<file path="config.mk">
export PLATFORM = sky130hd
export DESIGN_NAME = stencil27_address_generator_flat
export DESIGN_NICKNAME = d
export VERILOG_FILES = /design/src/rtl/core/s27ag_pkg.sv /design/src/rtl/core/s27ag_if.sv /design/src/rtl/core/s27ag_cfg.sv /design/src/rtl/core/s27ag_front.sv /design/src/rtl/core/s27ag_queue.sv /design/src/rtl/core/s27ag_back.sv /design/src/rtl/core/stencil27_address_generator.sv /design/src/flat_wrapper.sv
export SDC_FILE = /design/constraint.sdc
export NUM_CORES = 2
export LEC_CHECK = 0
export BUFFER_PORTS_ARGS = -buffer_cell sky130_fd_sc_hd__buf_2
export CAP_MARGIN = 20
export CORE_MARGIN = 2
export CORE_UTILIZATION = 65
export DETAILED_ROUTE_END_ITERATION = 6
export PLACE_DENSITY_LB_ADDON = 0.15
export SYNTH_ARGS = -nofsm -noshare
export SYNTH_HDL_FRONTEND = slang
export SYNTH_SLANG_ARGS = --single-unit
</file>
<file path="constraint.sdc">
create_clock -name clk -period 18.69 [get_ports clk]
set_input_delay 1.869 -clock clk [delete_from_list [all_inputs] [get_ports clk]]
set_output_delay 1.869 -clock clk [all_outputs]
set_load 0.02 [all_outputs]
</file>
<file path="src/rtl/core/s27ag_pkg.sv">
// shared types and constants of the 27-point stencil address generator
package s27ag_pkg;

	localparam int ADDR_W     = 37;
	localparam int COORD_W    = 10;
	localparam int EXT_W      = 11;
	localparam int EB_W       = 7;
	localparam int ITER_W     = 16;
	localparam int EBX_W      = EXT_W + EB_W;
	localparam int PLANE_W    = 2 * EXT_W;
	localparam int EBP_W      = PLANE_W + EB_W;
	localparam int CFG_IDX_W  = 3;
	localparam int CFG_DATA_W = 16;
	localparam int ACC_W      = 5;
	localparam int SETTLE_W   = 2;

	localparam logic [CFG_IDX_W-1:0] REG_GRID_X        = 3'd0;
	localparam logic [CFG_IDX_W-1:0] REG_GRID_Y        = 3'd1;
	localparam logic [CFG_IDX_W-1:0] REG_GRID_Z        = 3'd2;
	localparam logic [CFG_IDX_W-1:0] REG_ELEMENT_BYTES = 3'd3;
	localparam logic [CFG_IDX_W-1:0] REG_START_PLANE   = 3'd4;
	localparam logic [CFG_IDX_W-1:0] REG_END_PLANE     = 3'd5;
	localparam logic [CFG_IDX_W-1:0] REG_ITER_COUNT    = 3'd6;

	localparam logic [EXT_W-1:0]   RST_GRID      = 11'd10;
	localparam logic [EB_W-1:0]    RST_EB        = 7'd8;
	localparam logic [COORD_W-1:0] RST_START     = 10'd0;
	localparam logic [EXT_W-1:0]   RST_END_PLANE = 11'd10;
	localparam logic [ITER_W-1:0]  RST_ITER      = 16'd1;

	localparam logic [SETTLE_W-1:0] SETTLE_CYCLES = 2'd3;

	localparam logic [ACC_W-1:0] LAST_READ = 5'd26;
	localparam logic [ACC_W-1:0] WRITE_IDX = 5'd27;

	typedef struct packed {
		logic               fin;
		logic [COORD_W-1:0] x;
		logic [COORD_W-1:0] y;
		logic [COORD_W-1:0] z;
	} job_t;

	typedef struct packed {
		logic               settled;
		logic               start_wr;
		logic [COORD_W-1:0] start_new;
		logic [COORD_W-1:0] start_plane;
		logic [EXT_W-1:0]   grid_x;
		logic [EXT_W-1:0]   grid_y;
		logic [EXT_W-1:0]   end_plane;
		logic [ITER_W-1:0]  iter_count;
	} fcfg_t;

	typedef struct packed {
		logic [EB_W-1:0]   eb;
		logic [EBX_W-1:0]  ebx;
		logic [EBP_W-1:0]  ebplane;
		logic [ADDR_W-1:0] base;
		logic [ADDR_W-1:0] stp_y;
		logic [ADDR_W-1:0] stp_z;
		logic [ADDR_W-1:0] off;
	} bcfg_t;

endpackage

</file>
<file path="src/rtl/core/s27ag_if.sv">
// request and result channel interfaces
interface s27ag_req_if;
	logic valid;
	logic ready;
	logic advance;

	modport source (output valid, output advance, input ready);
	modport sink (input valid, input advance, output ready);
endinterface

interface s27ag_rsp_if;
	logic        valid;
	logic        ready;
	logic [36:0] address;
	logic        is_write;
	logic        last_of_run;
	logic        finished;

	modport source (output valid, output address, output is_write, output last_of_run,
		output finished, input ready);
	modport sink (input valid, input address, input is_write, input last_of_run,
		input finished, output ready);
endinterface

</file>
<file path="src/rtl/core/s27ag_cfg.sv">
// configuration registers and derived address step products
module s27ag_cfg import s27ag_pkg::*; (
	input  logic                  clk,
	input  logic                  arst_n,
	input  logic                  cfg_we,
	input  logic [CFG_IDX_W-1:0]  cfg_index,
	input  logic [CFG_DATA_W-1:0] cfg_data,
	output fcfg_t                 fcfg,
	output bcfg_t                 bcfg
);

	logic [EXT_W-1:0]    grid_x_q, grid_y_q, grid_z_q, end_plane_q;
	logic [EB_W-1:0]     eb_q;
	logic [COORD_W-1:0]  start_q;
	logic [ITER_W-1:0]   iter_q;
	logic [SETTLE_W-1:0] settle_q;

	logic [EBX_W-1:0]    ebx_q;
	logic [PLANE_W-1:0]  plane_q;
	logic [EBP_W-1:0]    ebplane_q;
	logic [ADDR_W-1:0]   base_q, stp_y_q, stp_z_q, off_q;

	always_ff @(posedge clk or negedge arst_n) begin
		if (!arst_n) begin
			grid_x_q    <= RST_GRID;
			grid_y_q    <= RST_GRID;
			grid_z_q    <= RST_GRID;
			eb_q        <= RST_EB;
			start_q     <= RST_START;
			end_plane_q <= RST_END_PLANE;
			iter_q      <= RST_ITER;
		end else if (cfg_we) begin
			case (cfg_index)
				REG_GRID_X:        grid_x_q    <= cfg_data[EXT_W-1:0];
				REG_GRID_Y:        grid_y_q    <= cfg_data[EXT_W-1:0];
				REG_GRID_Z:        grid_z_q    <= cfg_data[EXT_W-1:0];
				REG_ELEMENT_BYTES: eb_q        <= cfg_data[EB_W-1:0];
				REG_START_PLANE:   start_q     <= cfg_data[COORD_W-1:0];
				REG_END_PLANE:     end_plane_q <= cfg_data[EXT_W-1:0];
				REG_ITER_COUNT:    iter_q      <= cfg_data[ITER_W-1:0];
				default: begin
				end
			endcase
		end
	end

	// derived products settle after any write; a countdown holds settled low until then
	always_ff @(posedge clk or negedge arst_n) begin
		if (!arst_n) begin
			settle_q <= SETTLE_CYCLES;
		end else if (cfg_we) begin
			settle_q <= SETTLE_CYCLES;
		end else if (settle_q != '0) begin
			settle_q <= settle_q - SETTLE_W'(1);
		end
	end

	always_ff @(posedge clk) begin
		ebx_q     <= EBX_W'(grid_x_q) * EBX_W'(eb_q);
		plane_q   <= PLANE_W'(grid_x_q) * PLANE_W'(grid_y_q);
		ebplane_q <= EBP_W'(plane_q) * EBP_W'(eb_q);
		base_q    <= ADDR_W'(ebplane_q) * ADDR_W'(grid_z_q);
		stp_y_q   <= ADDR_W'(ebx_q) - (ADDR_W'(eb_q) << 1);
		stp_z_q   <= ADDR_W'(ebplane_q) - (ADDR_W'(ebx_q) << 1) - (ADDR_W'(eb_q) << 1);
		off_q     <= ADDR_W'(ebplane_q) + ADDR_W'(ebx_q) + ADDR_W'(eb_q);
	end

	always_comb begin
		fcfg.settled     = (settle_q == '0) && !cfg_we;
		fcfg.start_wr    = cfg_we && (cfg_index == REG_START_PLANE);
		fcfg.start_new   = cfg_data[COORD_W-1:0];
		fcfg.start_plane = start_q;
		fcfg.grid_x      = grid_x_q;
		fcfg.grid_y      = grid_y_q;
		fcfg.end_plane   = end_plane_q;
		fcfg.iter_count  = iter_q;
		bcfg.eb          = eb_q;
		bcfg.ebx         = ebx_q;
		bcfg.ebplane     = ebplane_q;
		bcfg.base        = base_q;
		bcfg.stp_y       = stp_y_q;
		bcfg.stp_z       = stp_z_q;
		bcfg.off         = off_q;
	end

endmodule

</file>
<file path="src/rtl/core/s27ag_front.sv">
// request intake: classifies requests and walks the interior points
module s27ag_front import s27ag_pkg::*; (
	input  logic  clk,
	input  logic  arst_n,
	input  fcfg_t fcfg,
	s27ag_req_if.sink req,
	output logic  push_valid,
	input  logic  push_ready,
	output job_t  push_job
);

	logic [COORD_W-1:0] x_q, y_q, z_q;
	logic [ITER_W-1:0]  sweep_q;

	logic             accept, fin, step;
	logic [EXT_W-1:0] bound_x, bound_y, bound_z;
	logic             wrap_x, wrap_y, wrap_z;

	assign req.ready  = push_ready && fcfg.settled;
	assign accept     = req.valid && req.ready;
	assign fin        = sweep_q >= fcfg.iter_count;
	assign push_valid = accept && req.advance;
	assign step       = push_valid && !fin;

	always_comb begin
		bound_x = (fcfg.grid_x != '0) ? fcfg.grid_x - EXT_W'(1) : '0;
		bound_y = (fcfg.grid_y != '0) ? fcfg.grid_y - EXT_W'(1) : '0;
		bound_z = (fcfg.end_plane >= EXT_W'(2)) ? fcfg.end_plane - EXT_W'(2) : '0;
		wrap_x  = (EXT_W'(x_q) + EXT_W'(1)) >= bound_x;
		wrap_y  = (EXT_W'(y_q) + EXT_W'(1)) >= bound_y;
		wrap_z  = EXT_W'(z_q) >= bound_z;
		push_job.fin = fin;
		push_job.x   = x_q;
		push_job.y   = y_q;
		push_job.z   = z_q;
	end

	always_ff @(posedge clk or negedge arst_n) begin
		if (!arst_n) begin
			x_q     <= COORD_W'(1);
			y_q     <= COORD_W'(1);
			z_q     <= RST_START + COORD_W'(1);
			sweep_q <= '0;
		end else if (fcfg.start_wr) begin
			z_q <= fcfg.start_new + COORD_W'(1);
		end else if (step) begin
			if (!wrap_x) begin
				x_q <= x_q + COORD_W'(1);
			end else begin
				x_q <= COORD_W'(1);
				if (!wrap_y) begin
					y_q <= y_q + COORD_W'(1);
				end else begin
					y_q <= COORD_W'(1);
					if (!wrap_z) begin
						z_q <= z_q + COORD_W'(1);
					end else begin
						z_q     <= fcfg.start_plane + COORD_W'(1);
						sweep_q <= sweep_q + ITER_W'(1);
					end
				end
			end
		end
	end

endmodule

</file>
<file path="src/rtl/core/s27ag_queue.sv">
// small job queue between intake and address sequencer
module s27ag_queue import s27ag_pkg::*; #(
	parameter int DEPTH = 2
) (
	input  logic clk,
	input  logic arst_n,
	input  logic push_valid,
	output logic push_ready,
	input  job_t push_job,
	output logic pop_valid,
	input  logic pop_ready,
	output job_t pop_job
);

	localparam int PTR_W = (DEPTH > 1) ? $clog2(DEPTH) : 1;
	localparam int CNT_W = $clog2(DEPTH + 1);

	job_t             mem_q [DEPTH];
	logic [PTR_W-1:0] wr_q, rd_q;
	logic [CNT_W-1:0] cnt_q;
	logic             do_push, do_pop;

	assign push_ready = cnt_q != CNT_W'(DEPTH);
	assign pop_valid  = cnt_q != '0;
	assign do_push    = push_valid && push_ready;
	assign do_pop     = pop_valid && pop_ready;
	assign pop_job    = mem_q[rd_q];

	always_ff @(posedge clk) begin
		if (do_push) begin
			mem_q[wr_q] <= push_job;
		end
	end

	always_ff @(posedge clk or negedge arst_n) begin
		if (!arst_n) begin
			wr_q  <= '0;
			rd_q  <= '0;
			cnt_q <= '0;
		end else begin
			if (do_push) begin
				wr_q <= (wr_q == PTR_W'(DEPTH - 1)) ? '0 : wr_q + PTR_W'(1);
			end
			if (do_pop) begin
				rd_q <= (rd_q == PTR_W'(DEPTH - 1)) ? '0 : rd_q + PTR_W'(1);
			end
			if (do_push && !do_pop) begin
				cnt_q <= cnt_q + CNT_W'(1);
			end else if (do_pop && !do_push) begin
				cnt_q <= cnt_q - CNT_W'(1);
			end
		end
	end

endmodule

</file>
<file path="src/rtl/core/s27ag_back.sv">
// address sequencer: base products, setup and the 28-access walk
module s27ag_back import s27ag_pkg::*; (
	input  logic  clk,
	input  logic  arst_n,
	input  bcfg_t bcfg,
	input  logic  pop_valid,
	output logic  pop_ready,
	input  job_t  pop_job,
	s27ag_rsp_if.source rsp
);

	logic              valid_s1, fin_s1;
	logic [ADDR_W-1:0] pz_s1, py_s1, px_s1;
	logic              valid_s2, fin_s2;
	logic [ADDR_W-1:0] center_s2, start_s2;

	logic              busy_q, fin_q;
	logic [ACC_W-1:0]  cnt_q;
	logic [1:0]        dx_q, dy_q;
	logic [ADDR_W-1:0] addr_q, wr_q, step;

	logic take, em_last, em_take, em_load, s2_load, s1_free;

	assign take      = busy_q && rsp.ready;
	assign em_last   = fin_q || (cnt_q == WRITE_IDX);
	assign em_take   = take && em_last;
	assign em_load   = valid_s2 && (!busy_q || em_take);
	assign s2_load   = valid_s1 && (!valid_s2 || em_load);
	assign s1_free   = !valid_s1 || s2_load;
	assign pop_ready = s1_free;

	always_comb begin
		if (dx_q != 2'd2) begin
			step = ADDR_W'(bcfg.eb);
		end else if (dy_q != 2'd2) begin
			step = bcfg.stp_y;
		end else begin
			step = bcfg.stp_z;
		end
	end

	always_ff @(posedge clk or negedge arst_n) begin
		if (!arst_n) begin
			valid_s1 <= 1'b0;
			valid_s2 <= 1'b0;
			busy_q   <= 1'b0;
		end else begin
			if (s1_free) begin
				valid_s1 <= pop_valid;
			end
			if (!valid_s2 || em_load) begin
				valid_s2 <= valid_s1;
			end
			if (em_load) begin
				busy_q <= 1'b1;
			end else if (em_take) begin
				busy_q <= 1'b0;
			end
		end
	end

	always_ff @(posedge clk) begin
		if (s1_free) begin
			fin_s1 <= pop_job.fin;
			pz_s1  <= ADDR_W'(pop_job.z) * ADDR_W'(bcfg.ebplane);
			py_s1  <= ADDR_W'(pop_job.y) * ADDR_W'(bcfg.ebx);
			px_s1  <= ADDR_W'(pop_job.x) * ADDR_W'(bcfg.eb);
		end
		if (s2_load) begin
			fin_s2    <= fin_s1;
			center_s2 <= pz_s1 + py_s1 + px_s1;
			start_s2  <= pz_s1 + py_s1 + px_s1 - bcfg.off;
		end
		if (em_load) begin
			fin_q  <= fin_s2;
			cnt_q  <= '0;
			dx_q   <= 2'd0;
			dy_q   <= 2'd0;
			addr_q <= fin_s2 ? '0 : start_s2;
			wr_q   <= bcfg.base + center_s2;
		end else if (take && !em_last) begin
			cnt_q <= cnt_q + ACC_W'(1);
			if (cnt_q == LAST_READ) begin
				addr_q <= wr_q;
			end else begin
				addr_q <= addr_q + step;
			end
			if (dx_q == 2'd2) begin
				dx_q <= 2'd0;
				dy_q <= (dy_q == 2'd2) ? 2'd0 : dy_q + 2'd1;
			end else begin
				dx_q <= dx_q + 2'd1;
			end
		end
	end

	assign rsp.valid       = busy_q;
	assign rsp.address     = addr_q;
	assign rsp.is_write    = !fin_q && (cnt_q == WRITE_IDX);
	assign rsp.last_of_run = em_last;
	assign rsp.finished    = fin_q;

`ifndef SYNTHESIS
	a_fin_single: assert property (@(posedge clk) disable iff (!arst_n)
		busy_q && fin_q |-> cnt_q == '0)
		else $error("finished result not at access zero");

	a_cnt_range: assert property (@(posedge clk) disable iff (!arst_n)
		busy_q |-> cnt_q <= WRITE_IDX)
		else $error("access counter past the write");

	a_write_addr: assert property (@(posedge clk) disable iff (!arst_n)
		take && !fin_q && cnt_q == LAST_READ |=> rsp.address == $past(wr_q))
		else $error("write address not loaded after last read");

	a_load_idle: assert property (@(posedge clk) disable iff (!arst_n)
		valid_s2 && !busy_q |=> busy_q)
		else $error("prepared job not started by idle sequencer");
`endif

endmodule

</file>
<file path="src/rtl/core/stencil27_address_generator.sv">
// top level of the 27-point stencil address generator
// usage:
//  - req channel: one request per advance; advance 0 is taken and gives nothing
//  - rsp channel: per point 27 neighbor reads (dz, dy, dx from -1 to +1, dx
//    fastest) then one write with last_of_run set; after all sweeps each
//    request gives a single result with finished and last_of_run set
//  - cfg port: write enable, register index and data; write only while idle
//  - first result: an accepted request passes the queue, the product stage
//    and the setup stage before the walk sequencer loads it
//  - the walk sequencer gives one access per cycle while rsp is ready, 28
//    accesses per point; once finished, results follow back to back
//  - requests queue up while the sequencer walks, so intake and setup of the
//    next point overlap the current walk
//  - after reset and after every config write req.ready stays low
//    while the step products settle
//  - a stalled rsp holds the current access; intake stops once the queue and
//    setup stages are full
module stencil27_address_generator import s27ag_pkg::*; #(
	parameter int QUEUE_DEPTH = 2
) (
	input  logic                  clk,
	input  logic                  arst_n,
	input  logic                  cfg_we,
	input  logic [CFG_IDX_W-1:0]  cfg_index,
	input  logic [CFG_DATA_W-1:0] cfg_data,
	s27ag_req_if.sink             req,
	s27ag_rsp_if.source           rsp
);

	fcfg_t fcfg;
	bcfg_t bcfg;
	logic  push_valid, push_ready, pop_valid, pop_ready;
	job_t  push_job, pop_job;

	s27ag_cfg u_cfg (
		.clk       (clk),
		.arst_n    (arst_n),
		.cfg_we    (cfg_we),
		.cfg_index (cfg_index),
		.cfg_data  (cfg_data),
		.fcfg      (fcfg),
		.bcfg      (bcfg)
	);

	s27ag_front u_front (
		.clk        (clk),
		.arst_n     (arst_n),
		.fcfg       (fcfg),
		.req        (req),
		.push_valid (push_valid),
		.push_ready (push_ready),
		.push_job   (push_job)
	);

	s27ag_queue #(
		.DEPTH (QUEUE_DEPTH)
	) u_queue (
		.clk        (clk),
		.arst_n     (arst_n),
		.push_valid (push_valid),
		.push_ready (push_ready),
		.push_job   (push_job),
		.pop_valid  (pop_valid),
		.pop_ready  (pop_ready),
		.pop_job    (pop_job)
	);

	s27ag_back u_back (
		.clk       (clk),
		.arst_n    (arst_n),
		.bcfg      (bcfg),
		.pop_valid (pop_valid),
		.pop_ready (pop_ready),
		.pop_job   (pop_job),
		.rsp       (rsp)
	);

endmodule
</file>
<file path="src/flat_wrapper.sv">
// flat-port wrapper written by rule: the top's interface ports become plain ports
module stencil27_address_generator_flat import s27ag_pkg::*;
#(
	parameter int QUEUE_DEPTH = 2
)
  (clk, arst_n, cfg_we, cfg_index, cfg_data, req_valid, req_advance, req_ready, rsp_valid, rsp_address, rsp_is_write, rsp_last_of_run, rsp_finished, rsp_ready);
  s27ag_req_if req_i ();
  s27ag_rsp_if rsp_i ();
  input  logic clk;
  input  logic arst_n;
  input  logic cfg_we;
  input  logic [CFG_IDX_W-1:0] cfg_index;
  input  logic [CFG_DATA_W-1:0] cfg_data;
  input wire logic [$bits(req_i.valid)-1:0] req_valid;
  input wire logic [$bits(req_i.advance)-1:0] req_advance;
  output wire logic [$bits(req_i.ready)-1:0] req_ready;
  output wire logic [$bits(rsp_i.valid)-1:0] rsp_valid;
  output wire logic [$bits(rsp_i.address)-1:0] rsp_address;
  output wire logic [$bits(rsp_i.is_write)-1:0] rsp_is_write;
  output wire logic [$bits(rsp_i.last_of_run)-1:0] rsp_last_of_run;
  output wire logic [$bits(rsp_i.finished)-1:0] rsp_finished;
  input wire logic [$bits(rsp_i.ready)-1:0] rsp_ready;
  assign req_i.valid = req_valid;
  assign req_i.advance = req_advance;
  assign req_ready = req_i.ready;
  assign rsp_valid = rsp_i.valid;
  assign rsp_address = rsp_i.address;
  assign rsp_is_write = rsp_i.is_write;
  assign rsp_last_of_run = rsp_i.last_of_run;
  assign rsp_finished = rsp_i.finished;
  assign rsp_i.ready = rsp_ready;
  stencil27_address_generator #(.QUEUE_DEPTH(QUEUE_DEPTH)) u_core (.clk(clk), .arst_n(arst_n), .cfg_we(cfg_we), .cfg_index(cfg_index), .cfg_data(cfg_data), .req(req_i), .rsp(rsp_i));
endmodule
</file>
==> results by group <==
Placement
  – Gp weighted congestion: 0.964
  – # port buffers: 66
  – Final HPWL from detailed placement: 134 mm

Synth
  – Top FF cell, synth: edfxtp_1
  – Syn Nets: 8695
  – Post-Syn Instances: 7166
  – Post-synth ARST share: 21.2%
  – #FFs+latches synth: 622
  – EDFF count, synth: 295
  – Synthesis warning total: 0
  – Avg Inst Size Synth: 9.54 sq um
  – Synthesized area: 68300 sq um
  – Register area share after synthesis: 23.5%
  – Synth cell types: 99

Critical path
  – Crit path launch: u_core.u_queue.rd_q
  – Worst path max stage delay: 0.63 ns
  – Required @ worst endpoint: 19.10 ns
  – Reg-to-Reg Start: u_core.u_queue.rd_q
  – Crit path kind: reg -> reg
  – WP buf/inv: 6
  – CP arrival: 7.84 ns
  – Worst setup SP type: flop
  – CP Capture Type: flop
  – Worst-path fanout max: 29
  – Crit-path slowest cell: mux2_2
  – Crit-path leading delay family: adder cells

Clocking
  – CTS sink count: 622
  – Cts bufs inserted: 72
  – Post-CTS Setup Bufs: 0
  – Clock Path Buffers: 3
  – Clock slew at reported path FFs: 0.06 ns
  – Root Buffer: clkbuf_16
  – H-tree lvl count: 3
  – Worst skew pair latency: 0.67 ns
  – CTS tree: done
  – Hold_buf cts: 0
  – CTS resizes: 0

GRT
  – Largest net degree at the start of global routing: 80
  – Initial antenna violation count: 1
  – Global-route wire length before repair: 275 mm
  – Number of global-route vias before repair: 52200
  – Tot GR Track Use: 32.5%
  – Grt total ovfl: 0

Die
  – Core area: 104000 sq um
  – Initial Utilization: 65.8%
  – Cell Rows: 118
  – Die Y-Extent: 328 microns
  – Die Area: 108000 sq um
  – Die X-Extent: 328 microns
  – Num ports: 67

Final layout
  – Post-layout net count: 8649
  – Multi-input logic area: 47700 sq um
  – Fill count: 8083
  – Most common cell after layout, fill and taps aside: nand2_1
  – Share of cells above drive strength 1: 6.30%
  – Register Area: 16100 sq um
  – Most frequent cells in the layout: nand2_1, inv_1, fa_1, ha_1, nor2_1
  – Area Overhead vs Synth: 6.22%

Drt
  – Routed WL per cell: 20.0 microns
  – Vias per cell: 5.88
  – Drt total wl: 171 mm
  – Drt pass-1 iters: 7
  – DR vias: 50400
  – Final antenna-violating net count: 0
  – Initial DRC count: 3271
  – DRC viols: 0

Job
  – Maxcap violations: 0

STA
  – FMAX: 0.135 GHz
  – Slew Viols, Final: 0
  – Period Utilization, post-route: 39.7%
  – Worst-Margin Slew: 1.10 ns
  – Hold slack: 0.476 ns
  – Final Critical Period: 7.43 ns
  – Worst rel slew slack: 24.8%
  – Setup TNS: 0 ns
  – Final Skew: 0.0306 ns
  – Final-report hold violation count: 0
  – Setup violators final: 0
  – RSZ-0062 raised after global routing: no

Hold path
  – Min-delay worst type: reg -> reg
  – Hold Path Origin: u_core.u_cfg.start_q[3]

Status
  – Status: complete, no violations
## synth_stat cells (all sizes together), types with 17 or more instances
| cell type | n | area share (%) |
|---|---|---|
| mux2 | 92 | 1.5 |
| ha | 631 | 12 |
| buf | 17 | 0.097 |
| edfxtp | 295 | 13 |
| o21bai | 51 | 0.56 |
| nand2 | 1024 | 5.6 |
| and3 | 43 | 0.40 |
| inv | 952 | 5.2 |
| mux2i | 28 | 0.43 |
| nor3 | 70 | 0.53 |
| a31oi | 35 | 0.34 |
| dfrtp | 117 | 4.3 |
| nor4 | 22 | 0.27 |
| a21boi | 18 | 0.20 |
| nand3 | 101 | 0.77 |
| nor2 | 352 | 1.9 |
| clkbuf | 251 | 1.4 |
| nor2b | 122 | 1.1 |
| nand4 | 23 | 0.23 |
| o21a | 59 | 0.66 |
| nand2b | 72 | 0.66 |
| a21oi | 340 | 2.5 |
| fa | 873 | 26 |
| xnor2 | 318 | 4.1 |
| o21ai | 193 | 1.4 |
| o211ai | 21 | 0.24 |
| a21o | 152 | 1.7 |
| and2 | 323 | 3.0 |
| or3 | 20 | 0.20 |
| xor2 | 128 | 1.6 |
| o31ai | 22 | 0.24 |
| dfxtp | 195 | 5.7 |
| a211oi | 25 | 0.28 |
## metal layers
metal | track usage (%) | part of all wire (%) | up-vias | wire length, microns
li1 | - | - | 23100 | -
met1 | 41.9 | 40 | 25000 | 69200
met2 | 55.2 | 48 | 1790 | 82600
met3 | 5.16 | 7.1 | 413 | 12200
met4 | 12.8 | 4.2 | 0 | 7170
met5 | 0 | 0 | - | 0
## worst paths after layout
kind	to	slack [ns]	depth (start not counted)
setup / recovery	u_core.u_back.pz_s1[36]	11.26	25
min in group asynchronous	u_core.u_cfg.iter_q[12]	1.17	1
hold reg to reg	u_core.u_cfg.start_q[3]	0.48	2
max in group asynchronous	u_core.u_cfg.grid_y_q[1]	16.50	3
hold / removal	u_core.u_cfg.start_q[3]	0.48	2
setup reg to reg	u_core.u_back.pz_s1[36]	11.26	25
## area by class of cell
type                       instances  share of cell area, %
multi-input combinational       5320                   65.7
sequential                       622                   22.2
inverter                         956                   4.94
clock buffer                      88                   2.65
tap                             1380                   2.38
timing repair buffer             148                   1.36
clock inverter                    46                  0.789
antenna                            1                0.00345
## kinds of logic (layout without fill, tap and decap cells)
family          after synthesis  in the layout  synth area share, %
other cells                   0              1                    0
compound gates             1032           1032                 9.71
buf+inv                    1224           1238                 6.73
xor+xnor                    446            446                 5.73
flops                       622            622                 23.5
simple gates               2218           2218                 15.2
fa+ha+maj                  1504           1504                 37.1
mux                         120            120                 1.94
## tightest hold or removal path, stage by stage (launching register included)
cell and delay, ns:
dfrtp_1 0.32, nand2_1 0.06, nand2_1 0.06
## state kept, by name, summed over array words and instances (netlist names), 16 cells and up
| name | count |
|---|---|
| u_core.u_cfg.ebx_q | 18 |
| u_core.u_cfg.ebplane_q | 29 |
| u_core.u_cfg.off_q | 30 |
| u_core.u_back.rsp.address | 37 |
| u_core.u_cfg.stp_y_q | 19 |
| u_core.u_cfg.stp_z_q | 31 |
| u_core.u_back.py_s1 | 28 |
| u_core.u_cfg.iter_q | 16 |
| u_core.u_cfg.plane_q | 22 |
| u_core.u_cfg.base_q | 37 |
| u_core.u_back.center_s2 | 37 |
| u_core.u_back.pz_s1 | 37 |
| u_core.u_back.wr_q | 37 |
| u_core.u_front.sweep_q | 16 |
| u_core.u_back.px_s1 | 17 |
| u_core.u_back.start_s2 | 37 |
| u_core.u_queue.mem_q | 62 |
## metrics by stage
| step | utilization [%] | worst slack [ns] | instance area, sq um | std cells |
|---|---|---|---|---|
| 2_1_floorplan | - | 11.75 | 68300 | 7166 |
| 3_3_place_gp | 67.4 | 11.33 | 70000 | 8422 |
| 3_5_place_dp | 67.4 | 11.27 | 70100 | 8424 |
| 4_1_cts | 69.8 | 11.26 | 72600 | 8558 |
| 5_1_grt | 69.8 | 10.72 | 72600 | 8560 |
| 6_report | 69.8 | 11.26 | 72600 | 8561 |
Power is left out: the tool's default activity adds up to more than one toggle a clock period on the data nets, which glitch-free logic cannot reach.
